===== src/rtl/fst_pkg.sv =====
// Shared types, codes and constants of the Fibonacci search table.
`default_nettype none

package fst_pkg;

	// Request payload widths
	localparam int ADDR_W     = 7;
	localparam int KEY_W      = 64;
	localparam int GROUP_W    = 16;
	localparam int TAG_W      = 7;
	localparam int POS_W      = 7;

	// Configuration port
	localparam int FIELD_W    = 2;
	localparam int LEN_W      = 8;
	localparam int CFG_IDX_W  = 1;
	localparam int CFG_DATA_W = 8;

	localparam logic [CFG_IDX_W-1:0] REG_SEARCH_FIELD = 1'b0;
	localparam logic [CFG_IDX_W-1:0] REG_TABLE_LENGTH = 1'b1;

	// Request operations
	localparam logic OP_LOAD   = 1'b0;
	localparam logic OP_SEARCH = 1'b1;

	// Key selector codes
	localparam logic [FIELD_W-1:0] FIELD_ID    = 2'd0;
	localparam logic [FIELD_W-1:0] FIELD_NAME  = 2'd1;
	localparam logic [FIELD_W-1:0] FIELD_GROUP = 2'd2;

	// Fibonacci numbers; the 8-bit length never needs more than F(14) = 377
	localparam int FIB_W     = 9;
	localparam int FIB_MAX_K = 14;
	localparam logic [FIB_W-1:0] FIB_LUT [0:FIB_MAX_K] = '{
		9'd0, 9'd1, 9'd1, 9'd2, 9'd3, 9'd5, 9'd8, 9'd13, 9'd21,
		9'd34, 9'd55, 9'd89, 9'd144, 9'd233, 9'd377
	};

	// Probe sum: offset (8 bits) plus f2 (9 bits), minus one
	localparam int PROBE_W = 10;

	typedef enum logic [2:0] {
		ST_IDLE,
		ST_PROBE,
		ST_CMP,
		ST_FINAL,
		ST_FCMP,
		ST_DONE
	} fst_state_t;

	// Controller to datapath
	typedef struct packed {
		logic load_wr;
		logic start;
		logic rd_probe;
		logic step;
		logic rd_final;
		logic chk_final;
		logic out_load;
	} fst_cmd_t;

	// Datapath to controller
	typedef struct packed {
		logic trivial;
		logic eq;
		logic nx_probe;
		logic nx_final;
	} fst_sts_t;

endpackage

`default_nettype wire


===== src/rtl/fst_ctrl.sv =====
// Search sequencer: request intake, probe/compare loop, response register valid.
`default_nettype none

module fst_ctrl (
	input  logic             clk,
	input  logic             arst_n,
	input  logic             req_valid,
	input  logic             req_operation,
	output logic             req_ready,
	output logic             rsp_valid,
	input  logic             rsp_ready,
	output fst_pkg::fst_cmd_t cmd,
	input  fst_pkg::fst_sts_t sts
);
	import fst_pkg::*;

	fst_state_t state_q;
	fst_state_t state_d;
	logic       out_valid_q;
	logic       out_free;

	assign out_free = !out_valid_q || rsp_ready;

	// State register
	always_ff @(posedge clk or negedge arst_n) begin
		if (!arst_n) begin
			state_q <= ST_IDLE;
		end else begin
			state_q <= state_d;
		end
	end

	// Next state
	always_comb begin
		state_d = state_q;
		case (state_q)
			ST_IDLE: begin
				if (req_valid && req_operation == OP_SEARCH) begin
					if (sts.trivial)
						state_d = ST_DONE;
					else if (sts.nx_probe)
						state_d = ST_PROBE;
					else if (sts.nx_final)
						state_d = ST_FINAL;
					else
						state_d = ST_DONE;
				end
			end
			ST_PROBE: state_d = ST_CMP;
			ST_CMP: begin
				if (sts.eq)
					state_d = ST_DONE;
				else if (sts.nx_probe)
					state_d = ST_PROBE;
				else if (sts.nx_final)
					state_d = ST_FINAL;
				else
					state_d = ST_DONE;
			end
			ST_FINAL: state_d = ST_FCMP;
			ST_FCMP:  state_d = ST_DONE;
			ST_DONE: begin
				if (out_free)
					state_d = ST_IDLE;
			end
			default: state_d = ST_IDLE;
		endcase
	end

	// Commands and handshake
	always_comb begin
		cmd       = '0;
		req_ready = 1'b0;
		case (state_q)
			ST_IDLE: begin
				req_ready     = 1'b1;
				cmd.load_wr   = req_valid && req_operation == OP_LOAD;
				cmd.start     = req_valid && req_operation == OP_SEARCH;
			end
			ST_PROBE: cmd.rd_probe  = 1'b1;
			ST_CMP:   cmd.step      = 1'b1;
			ST_FINAL: cmd.rd_final  = 1'b1;
			ST_FCMP:  cmd.chk_final = 1'b1;
			ST_DONE:  cmd.out_load  = out_free;
			default: ;
		endcase
	end

	// Response register occupancy
	always_ff @(posedge clk or negedge arst_n) begin
		if (!arst_n) begin
			out_valid_q <= 1'b0;
		end else if (cmd.out_load) begin
			out_valid_q <= 1'b1;
		end else if (rsp_ready) begin
			out_valid_q <= 1'b0;
		end
	end

	assign rsp_valid = out_valid_q;

endmodule

`default_nettype wire


===== config.mk =====
export PLATFORM = sky130hd
export DESIGN_NAME = fst_ctrl
export DESIGN_NICKNAME = d
export VERILOG_FILES = /design/src/rtl/fst_pkg.sv /design/src/rtl/fst_ctrl.sv
export SDC_FILE = /design/constraint.sdc
export NUM_CORES = 1
export LEC_CHECK = 0
export ABC_AREA = 1
export BUFFER_PORTS_ARGS = -buffer_cell sky130_fd_sc_hd__buf_2
export CAP_MARGIN = 20
export CORE_AREA = 2 2 39 41
export CTS_CLUSTER_DIAMETER = 200
export DETAILED_ROUTE_END_ITERATION = 7
export DIE_AREA = 0 0 41 43
export GPL_TIMING_DRIVEN = 1
export PLACE_DENSITY = 0.57
export RECOVER_POWER = 50
export SETUP_SLACK_MARGIN = 0.3
export SLEW_MARGIN = 10
export SYNTH_ARGS = -nofsm -noshare
export SYNTH_HDL_FRONTEND = slang
export SYNTH_SLANG_ARGS = --single-unit

===== constraint.sdc =====
create_clock -name clk -period 2.7 [get_ports clk]
set_input_delay 0.405 -clock clk [delete_from_list [all_inputs] [get_ports clk]]
set_output_delay 0.405 -clock clk [all_outputs]
set_load 0.02 [all_outputs]

### Word-level counts from Yosys, hierarchy flattened

Cells that the tools add are included.

| storage, ports and cells | value |
|---|---|
| bits in registers | 4 |
| input port bits | 9 |
| output and inout port bits | 9 |

| operators by class | value |
|---|---|
| equality and inequality tests | 7 |
| muxes and demuxes | 16 |
| bitwise logic cells | 1 |
| reductions and logical operators | 7 |

Operators by type and width:

| operator | count |
|---|---|
| $mux 3 | 6 |
| $pmux 3 s6 | 1 |
| $mux 1 | 8 |
| $eq 3x2->1 const B | 2 |
| $eq 3x3->1 const B | 2 |
| $ne 2x2->1 const B | 2 |
| $eq 3x1->1 const B | 1 |
| $logic_not 3->1 | 1 |
| $logic_and 1x1->1 | 2 |
| $mux 2 | 1 |
| $reduce_and 2->1 | 1 |
| $reduce_bool 2->1 | 1 |
| $logic_not 1->1 | 1 |
| $logic_or 1x1->1 | 1 |
| $not 1->1 | 1 |

### Longest topological paths before layout

Gate-level depths: netlist of the first run.

| depth | value |
|---|---|
| depth after elaboration | 5 |
| gate-level depth with buffers | 7 |
| depth with buffers taken out | 7 |

### Worst setup path after synthesis of the first run

No wires, ideal clock.

| path | value |
|---|---|
| path type | register to output |
| start point | register state_q[0] |
| end point | output port cmd[6] (netlist bit) |
| data arrival time | 1.194 ns |
| required time | 2.295 ns |
| slack | 1.101 ns |
| cell stages (with the launch flop) | 6 |
| path buffers | 0 |
| cell sequence | dfrtp_1 > inv_1 > nand2_2 > nor2_2 > nand2_1 > nor2_1 |

RTL lines:

| item | line | RTL |
|---|---|---|
| start: declaration | fst_ctrl.sv:17 | `fst_state_t state_q;` |
| start signal: assignment | fst_ctrl.sv:29 | `state_q <= state_d;` |
| end: declaration | fst_ctrl.sv:12 | `output fst_pkg::fst_cmd_t cmd,` |

==> results of run 1 <==
==> layer usage <==
layer,part of all wire (%),GRT usage [%],vias up,routed length (µm)
met1,42,9.804,166,304
met2,54,16.25,9,393
met3,3.9,1.571,0,28
li1,-,-,202,-
met5,0,0,-,0
met4,0,8.000,0,0
==> sequential cells by signal, indices dropped and copies added (netlist names) <==
| name | flops |
|---|---|
| rsp_valid | 1 |
| state_q | 3 |
==> logic make-up after synthesis <==
kind of cell | Yosys count | synth area share (%)
AND/OR/NAND/NOR | 33 | 47.22
buffers and inverters | 11 | 13.10
AO/OA/AOI/OAI | 5 | 7.935
flip-flops | 4 | 31.75
==> critical path, delay by kind of cell (launching register included) <==
| kind | cells | cell delay [ns] |
|---|---|---|
| and+or+nand+nor | 4 | 0.33 |
| DFF | 1 | 0.43 |
| buffers and inverters | 2 | 0.28 |
==> per-stage QoR <==
stage	util (%)	instance area (µm²)	hold slack (ns)
6_report	32.37	447.9	0.3954
4_1_cts	32.73	452.9	0.3943
3_5_place_dp	30.38	420.4	0.2142
2_1_floorplan	-	315.3	0.1094
3_3_place_gp	30.38	420.4	0.2155
5_1_grt	32.37	447.9	0.4144
==> where the power goes <==
part           leakage [nW]  total, mW  internal [mW]  switching, mW
clock                0.0138     0.0711         0.0495         0.0215
combinational         0.211      0.284         0.0931          0.191
sequential           0.0509      0.121         0.0883         0.0324
total                 0.276      0.476          0.231          0.245
==> area by class of cell <==
type | instances | area (µm²)
Timing Repair Buffer | 18 | 92.59
Multi-Input combinational cell | 38 | 171.4
Tap cell | 16 | 20.02
Fill cell | 168 | 935.9
Sequential cell | 4 | 100.1
Clock buffer | 3 | 22.52
Inverter | 11 | 41.29
==> placed cells by master (no fill, tap or decap) <==
master and instances:
sky130_fd_sc_hd__clkbuf_4 3, sky130_fd_sc_hd__nor3_1 1, sky130_fd_sc_hd__inv_2 1, sky130_fd_sc_hd__nand3_1 3, sky130_fd_sc_hd__nand2_2 5, sky130_fd_sc_hd__dfrtp_1 4
sky130_fd_sc_hd__o21ai_0 5, sky130_fd_sc_hd__nor2_2 2, sky130_fd_sc_hd__inv_1 10, sky130_fd_sc_hd__buf_2 15, sky130_fd_sc_hd__nand2_1 11, sky130_fd_sc_hd__dlygate4sd3_1 1
sky130_fd_sc_hd__clkbuf_1 2, sky130_fd_sc_hd__nor2_1 11
==> worst min-delay path by stage <==
stage	startpoint	endpoint	slack [ns]	depth (start not counted)
floorplan	arst_n	rsp_valid$_DFFE_PN0P_	0.11	0
global placement	arst_n	rsp_valid$_DFFE_PN0P_	0.22	1
detailed placement	arst_n	rsp_valid$_DFFE_PN0P_	0.21	1
CTS	rsp_ready	rsp_valid$_DFFE_PN0P_	0.39	2
global route	rsp_ready	rsp_valid$_DFFE_PN0P_	0.41	2
finish	rsp_ready	rsp_valid$_DFFE_PN0P_	0.40	2
==> flow_summary.json, run 1 <==
{
  "fin_crit_sh_pct": 62.70,
  "r2r_start": "state_q[0]$_DFFE_PN0P_",
  "io_buffer_count": 17,
  "final-hold-violation-count": 0,
  "post-route-worst-setup-slack_ns": 1.007,
  "largest_net_degree_at_the_start_of_global_routing": 7,
  "vdd_ir_drop_max_v": 0.0003578,
  "root_buffer_selected_by_cts": "sky130_fd_sc_hd__clkbuf_4",
  "ant_nets": 0,
  "timing.rr.end": "state_q[2]$_DFFE_PN0P_",
  "clkSinkCount": 4,
  "fraction_of_layout_cells_with_a_size_suffix_above_1_pct": 35.14,
  "post_synth_main_area_contributors": "sky130_fd_sc_hd__dfrtp_1 (32%), sky130_fd_sc_hd__nand2_1 (13%), sky130_fd_sc_hd__nor2_1 (12%)",
  "synth-edff-count": 0,
  "routability_congestion_estimate": 0.7508,
  "sum_of_negative_setup_slack_ns": 0,
  "clkLatencyLatePin_ns": 0.23,
  "drtPass1Iterations": 4,
  "rsz0062_at_grt": "false",
  "avgSynthCellArea_um2": 5.949,
  "maximum_fanout_encountered_on_the_critical_timing_path": 6,
  "timing.final.max_slew_violations": 0,
  "reg2reg_depth": 7,
  "postCtsResizedCells": 0,
  "min_path_type": "primary input to register",
  "cts_inserted_buffers": 3,
  "post_synth_most_frequent_cells": "sky130_fd_sc_hd__nand2_1 (11), sky130_fd_sc_hd__nor2_1 (10), sky130_fd_sc_hd__inv_1 (9), sky130_fd_sc_hd__nand2_2 (5)",
  "timing.critical_path.from": "state_q[0]$_DFFE_PN0P_",
  "timing.critical_path.cells": "inv_1 > nand2_2 > nor2_2 > nand2_1 > nor2_1 > buf_2",
  "number_of_antenna_violations_at_the_first_check_in_global_routing": 0,
  "fin_skew_ns": 0.0002458,
  "dieArea_um2": 1763,
  "final-setup-viol-count": 0,
  "synth_largest_area_cell": "sky130_fd_sc_hd__dfrtp_1",
  "final-instance-count-excl-fill": 90,
  "worstMarginPinSlew_ns": 0.2423,
  "drt_drc_violations_left": 0,
  "setup.worst_path.end_class": "output pin",
  "avgRoutedWirePerCell_um": 8.067,
  "crit_slowest_cell": "sky130_fd_sc_hd__dfrtp_1",
  "cap_violations": 0,
  "critPathLaunchType": "register",
  "result_of_the_run": "complete, no violations",
  "worst-endpoint-required_ns": 2.30,
  "initial_utilization_pct": 22.78,
  "syn-num-nets": 62,
  "post-synth-top-count-cell": "sky130_fd_sc_hd__nand2_1",
  "destination_of_the_critical_timing_path": "cmd[6]",
  "synthesis.area_um2": 315.3,
  "crit_arrival_ns": 1.29,
  "synth.yosys.seq_area_share_pct": 31.75,
  "routed_wl_um": 726,
  "dpl.hpwl_um": 638,
  "timing.fmax_mhz": 590.7,
  "num_vias": 377,
  "insertedDiodeCount": 0,
  "grt_pass1_vias": 342,
  "reg2reg_setup_slack_ns": 1.62,
  "async_flop_share_pct": 100.0,
  "post-cts-setup-buffer-count": 0,
  "grt.overflow.total": 0,
  "preCtsSetupSlack_ns": 1.250,
  "synthCells": 53,
  "synth.lib_cells_used.distinct": 11,
  "floorplan.die.width_um": 41,
  "synth-seq-cells": 4,
  "static-leakage-power_nw": 0.2759,
  "place.detailed.instances": 86,
  "slew-limit-headroom_pct": 83.92,
  "globalRouteTotalUtil_pct": 9.788,
  "drt-vias-per-instance": 4.189,
  "total_power_mw": 0.4760,
  "design.portCount": 18,
  "criticalPathCategory": "register to output pin",
  "grt_first_pass_wirelength_um": 1159,
  "rows": 14,
  "cts_max_path_buffers": 2,
  "fin_crit_ns": 1.693,
  "detail_route.iter0.violations": 8,
  "design.final.nets": 85,
  "fp.dieH_um": 43,
  "dominantRegCellSynth": "sky130_fd_sc_hd__dfrtp_1",
  "cts_htree_levels": 1,
  "cellPowerDensity_nw_per_um2": 1063,
  "cts.reportedPaths.clkPinSlew_ns": 0.04,
  "holdBufCountCts": 1,
  "tritoncts": "built",
  "area.growth.synth_to_final_pct": 42.06,
  "ys.warnings.count": 0,
  "netlist.area_leader.share_pct": 31.75,
  "floorplan.core_area_um2": 1384,
  "worst_path_largest_cell_delay_ns": 0.43
}
Note: power is estimated with default switching activity, not from simulation.
==> run 2, diff against run 1 <==
Clock period 2.7 ns to 1.6 ns, I/O delays scaled along.
==> flow_summary.json, run 2 (synthesis results as in run 1) <==
{
  "result_of_the_run": "complete, no violations",
  "rows": 14,
  "worst_case_hold_slack_ns": 0.2271,
  "cts.reportedPaths.clkPinSlew_ns": 0.04,
  "rsz0062_at_grt": "true",
  "clkSinkCount": 4,
  "sum_of_negative_setup_slack_ns": 0,
  "worst-endpoint-required_ns": 1.36,
  "fp.dieH_um": 43,
  "vdd_ir_drop_max_v": 0.0006724,
  "timing.final.max_slew_violations": 0,
  "design.final.nets": 89,
  "routed_wl_um": 805,
  "drtPass1Iterations": 3,
  "globalRouteTotalUtil_pct": 11.10,
  "cts_htree_levels": 1,
  "io_buffer_count": 17,
  "detail_route.iter0.violations": 2,
  "drt-vias-per-instance": 4.074,
  "criticalPathCategory": "register to output pin",
  "area_of_the_multi_input_gates_um2": 193.9,
  "design.portCount": 18,
  "fin_crit_sh_pct": 88.46,
  "maximum_fanout_encountered_on_the_critical_timing_path": 4,
  "num_vias": 383,
  "ant_nets": 0,
  "fin_crit_ns": 1.415,
  "static-leakage-power_nw": 0.2966,
  "area.growth.synth_to_final_pct": 65.48,
  "dieArea_um2": 1763,
  "setup.worst_path.end_class": "output pin",
  "min_path_type": "primary input to register",
  "drt_drc_violations_left": 0,
  "final_core_util_pct": 37.70,
  "timing.fmax_mhz": 706.5,
  "worstMarginPinSlew_ns": 0.2421,
  "cap_violations": 0,
  "largest_net_degree_at_the_start_of_global_routing": 7,
  "fin_skew_ns": 0.001186,
  "floorplan.core_area_um2": 1384,
  "number_of_antenna_violations_at_the_first_check_in_global_routing": 0,
  "insertedDiodeCount": 0,
  "slew-limit-headroom_pct": 83.86,
  "dpl.hpwl_um": 629,
  "final.fill_count": 166,
  "cellPowerDensity_nw_per_um2": 1844,
  "crit_arrival_ns": 1.18,
  "seqCellArea_um2": 100.1,
  "root_buffer_selected_by_cts": "sky130_fd_sc_hd__clkbuf_4",
  "avgRoutedWirePerCell_um": 8.564,
  "largest_register_ffs": 3,
  "tritoncts": "built",
  "fraction_of_layout_cells_with_a_size_suffix_above_1_pct": 46.15,
  "clkLatencyLatePin_ns": 0.23,
  "routability_congestion_estimate": 0.7396,
  "grt_pass1_vias": 394,
  "top_register": "state_q",
  "critPathLaunchType": "register",
  "floorplan.die.width_um": 41,
  "cts_max_path_buffers": 2,
  "layout.cells.most_common": "sky130_fd_sc_hd__nand2_1",
  "total_power_mw": 0.9620,
  "grt_first_pass_wirelength_um": 1331,
  "final_cell_mix": "sky130_fd_sc_hd__nand2_1 (12), sky130_fd_sc_hd__nor2_1 (9), sky130_fd_sc_hd__buf_2 (8), sky130_fd_sc_hd__buf_4 (8), sky130_fd_sc_hd__inv_1 (6)",
  "initial_utilization_pct": 22.78,
  "grt.overflow.total": 0,
  "cts_inserted_buffers": 3,
  "final-hold-violation-count": 0,
  "final-setup-viol-count": 0
}
run 2: changes by cell type in the layout (fill, tap and decap cells not counted), sizes merged:
cell | previous run | this run
buf | 15 | 18
clkbuf | 5 | 6
run 2: worst max-delay path, cell delays in order (launching register included):
cell and delay [ns]:
sky130_fd_sc_hd__dfrtp_1 0.46, sky130_fd_sc_hd__nand2_2 0.08, sky130_fd_sc_hd__nor2_2 0.11, sky130_fd_sc_hd__inv_1 0.06, sky130_fd_sc_hd__nor2_1 0.08, sky130_fd_sc_hd__buf_4 0.14
run 2: worst paths after layout:
check / start / endpoint / slack, ns / cells after the start
min in group asynchronous: arst_n / rsp_valid$_DFFE_PN0P_ / 0.36 / 2
worst min register to register: rsp_valid$_DFFE_PN0P_ / rsp_valid$_DFFE_PN0P_ / 0.55 / 2
worst max register to register: state_q[1]$_DFFE_PN0P_ / state_q[2]$_DFFE_PN0P_ / 0.48 / 7
max in group asynchronous: arst_n / state_q[0]$_DFFE_PN0P_ / 1.06 / 2
worst min-delay path: rsp_ready / rsp_valid$_DFFE_PN0P_ / 0.23 / 2
worst max-delay path: state_q[2]$_DFFE_PN0P_ / cmd[0] / 0.18 / 5
run 2: power breakdown:
group	internal, mW	switching, mW
Sequential	0.149	0.0563
Clock	0.0836	0.0370
Combinational	0.258	0.378
run 2: metrics by stage:
step	cells	instance area [µm²]	setup slack, ns
global route	94	521.8	0.09476
CTS	94	525.5	0.1888
detailed placement	86	427.9	0.3380
global placement	86	427.9	0.3725
finish	94	521.8	0.1846
floorplan	53	322.8	0.2939
run 2: layer usage:
layer	track usage, %	up-vias	part of all wire (%)
met5	0	-	0
met4	6.000	0	0
met3	3.141	0	3.7
met2	20.63	7	58
met1	9.477	168	38
li1	-	208	-
run 2: layout make-up:
class	count	share of cell area, %
Multi-Input combinational cell	38	37.17
Timing Repair Buffer	22	27.58
Sequential cell	4	19.18
Inverter	11	7.914
Clock buffer	3	4.317
Tap cell	16	3.837
run 2: timing repair:
action | CTS | global route
buffers inserted | 4 | 0
hold endpoints to repair | 4 | 0
setup endpoints to repair | 8 | 8
hold buffers | 1 | 0
pin swaps | 1 | 0
gates resized for setup | 14 | 2
==> run 3, diff against run 2 <==
Settings changed: ABC_AREA 1 to not set, PLACE_DENSITY 0.57 to 0.58.
==> flow_summary.json, run 3 <==
{
  "dieArea_um2": 1763,
  "cts_inserted_buffers": 3,
  "fin_crit_ns": 1.468,
  "placed_cell_area_um2": 416.7,
  "static-leakage-power_nw": 0.2969,
  "io_buffer_count": 17,
  "cellPowerDensity_nw_per_um2": 2148,
  "root_buffer_selected_by_cts": "sky130_fd_sc_hd__clkbuf_4",
  "area.growth.synth_to_final_pct": 93.73,
  "synth-seq-cells": 4,
  "dominantRegCellSynth": "sky130_fd_sc_hd__dfrtp_1",
  "timing.critical_path.cells": "buf_4 > buf_6 > nand3b_4 > a21oi_2 > buf_4",
  "synthCells": 36,
  "crit_top_cell": "sky130_fd_sc_hd__buf_4",
  "synthesis.area_um2": 319.1,
  "path_delay_family": "flip-flops",
  "design.portCount": 18,
  "ys.warnings.count": 0,
  "synth_largest_area_cell": "sky130_fd_sc_hd__dfrtp_1",
  "largest_register_ffs": 3,
  "final-setup-viol-count": 0,
  "crit_arrival_ns": 1.23,
  "timing.critical_path.from": "state_q[0]$_DFFE_PN0P_",
  "netlist.area_leader.share_pct": 31.37,
  "final_core_util_pct": 44.67,
  "fp.dieH_um": 43,
  "floorplan.core_area_um2": 1384,
  "drt_drc_violations_left": 0,
  "routability_congestion_estimate": 0.6051,
  "design.final.nets": 76,
  "fin_skew_ns": 0.002620,
  "netSwitchingFraction_pct": 43.61,
  "syn-num-nets": 45,
  "worst_path_largest_cell_delay_ns": 0.43,
  "synth-edff-count": 0,
  "timing.fmax_mhz": 681.0,
  "fraction_of_layout_cells_with_a_size_suffix_above_1_pct": 70.77,
  "grt.overflow.total": 0,
  "power.internal_mw": 0.7486,
  "top_register": "state_q",
  "globalRouteTotalUtil_pct": 12.19,
  "netSwitchingPower_mw": 0.5791,
  "timing.final.max_slew_violations": 0,
  "criticalPathCategory": "register to output pin",
  "avgRoutedWirePerCell_um": 12.83,
  "post-synth-top-count-cell": "sky130_fd_sc_hd__dfrtp_1",
  "cts.reportedPaths.clkPinSlew_ns": 0.04,
  "synth.yosys.seq_area_share_pct": 31.37,
  "r2r_start": "state_q[0]$_DFFE_PN0P_",
  "p_seq_share_pct": 18.2,
  "drtPass1Iterations": 3,
  "power.share.combinational_pct": 72.4,
  "largest_net_degree_at_the_start_of_global_routing": 8,
  "cts_max_path_buffers": 2,
  "rows": 14,
  "post_synth_main_area_contributors": "sky130_fd_sc_hd__dfrtp_1 (31%), sky130_fd_sc_hd__buf_6 (7.1%), sky130_fd_sc_hd__nor3b_1 (7.1%)",
  "drt-vias-per-instance": 4.642,
  "critPathLaunchType": "register",
  "synth.lib_cells_used.distinct": 20,
  "num_vias": 376,
  "setup.worst_path.end_class": "output pin",
  "clockPowerShare_pct": 9.4,
  "cap_violations": 0,
  "fin_crit_sh_pct": 91.78,
  "initial_utilization_pct": 23.06,
  "async_flop_share_pct": 100.0,
  "hp-start": "rsp_ready",
  "final_cell_mix": "sky130_fd_sc_hd__buf_4 (12), sky130_fd_sc_hd__buf_2 (9)",
  "critical_path.n_buffers_inverters": 3,
  "total_power_mw": 1.328,
  "clkLatencyLatePin_ns": 0.24,
  "vdd_ir_drop_max_v": 0.0008066,
  "routed_wl_um": 1039,
  "sum_of_negative_setup_slack_ns": 0,
  "grt_first_pass_wirelength_um": 1442,
  "insertedDiodeCount": 0,
  "grt_pass1_vias": 341,
  "detail_route.iter0.violations": 9,
  "worstMarginPinSlew_ns": 0.2620,
  "slew-limit-headroom_pct": 82.35,
  "number_of_antenna_violations_at_the_first_check_in_global_routing": 0,
  "layout.cells.most_common": "sky130_fd_sc_hd__buf_4",
  "ant_nets": 0,
  "dpl.hpwl_um": 530.9,
  "clkSinkCount": 4,
  "floorplan.die.width_um": 41,
  "worst-endpoint-required_ns": 1.36,
  "result_of_the_run": "complete, no violations",
  "maximum_fanout_encountered_on_the_critical_timing_path": 3,
  "post-route-cell-area_um2": 618.1,
  "rsz0062_at_grt": "true",
  "cts_htree_levels": 1,
  "min_path_type": "primary input to register",
  "crit_slowest_cell": "sky130_fd_sc_hd__dfrtp_2",
  "final-hold-violation-count": 0,
  "avgSynthCellArea_um2": 8.863,
  "post_synth_most_frequent_cells": "sky130_fd_sc_hd__dfrtp_1 (4), sky130_fd_sc_hd__inv_1 (3), sky130_fd_sc_hd__nor2_1 (3), sky130_fd_sc_hd__nor3b_1 (3), sky130_fd_sc_hd__o21ai_0 (3)",
  "tritoncts": "built"
}
[run 3: cell type report]
type / count / area, µm²
timing repair buffer: 29 / 210.2
fill: 139 / 765.7
sequential: 4 / 102.6
tap: 16 / 20.02
clock buffer: 3 / 22.52
inverter: 3 / 11.26
multi-input combinational: 26 / 251.5
[run 3: path summary, 6_finish.rpt]
| kind | cells past startpoint | end | slack, ns |
|---|---|---|---|
| min reg2reg | 2 | rsp_valid$_DFFE_PN0P_ | 0.60 |
| min in group asynchronous | 2 | rsp_valid$_DFFE_PN0P_ | 0.35 |
| max reg2reg | 5 | state_q[1]$_DFFE_PN0P_ | 0.17 |
| max in group asynchronous | 2 | state_q[0]$_DFFE_PN0P_ | 1.06 |
| min | 2 | rsp_valid$_DFFE_PN0P_ | 0.23 |
| max | 5 | cmd[0] | 0.13 |
[run 3: what timing repair did]
item,4_1_cts,5_1_grt
pin swaps,0,5
hold buffers,1,0
endpoints found under the hold margin,4,0
buffers inserted,7,4
gates resized for setup,8,17
endpoints found under the setup margin,8,11
[run 3: through the flow]
stage          setup WS (ns)  instances  hold WS, ns
2_1_floorplan         0.2837         36     -0.05559
3_3_place_gp          0.2891         66      0.04720
3_5_place_dp          0.2554         66      0.04507
4_1_cts               0.1551         77       0.2333
5_1_grt              0.06260         81       0.2504
6_report              0.1315         81       0.2306
[run 3: cell families (layout without fill, tap and decap cells)]
| logic type | Yosys count | after routing | synth area share, % |
|---|---|---|---|
| mux | 1 | 1 | 4.705 |
| buf+inv | 6 | 35 | 12.15 |
| flops | 4 | 4 | 31.37 |
| compound gates | 10 | 10 | 20.00 |
| simple gates | 15 | 15 | 31.77 |
[run 3: metal layers]
metal | part of all wire, % | vias to the layer above | wire [µm] | global-route usage [%]
met5 | 0 | - | 0 | 0
li1 | - | 187 | - | -
met1 | 40 | 175 | 419 | 15.58
met4 | 1.6 | 0 | 17 | 6.000
met3 | 4.4 | 2 | 46 | 2.094
met2 | 54 | 12 | 556 | 18.75
[run 3: power by group through the flow]
stage	combinational, mW	clock [mW]	sequential [mW]
floorplan	0.505	0	0.185
global placement	0.484	0	0.279
detailed placement	0.487	0	0.288
CTS	0.729	0.129	0.242
global route	1.03	0.139	0.249
finish	0.961	0.125	0.241
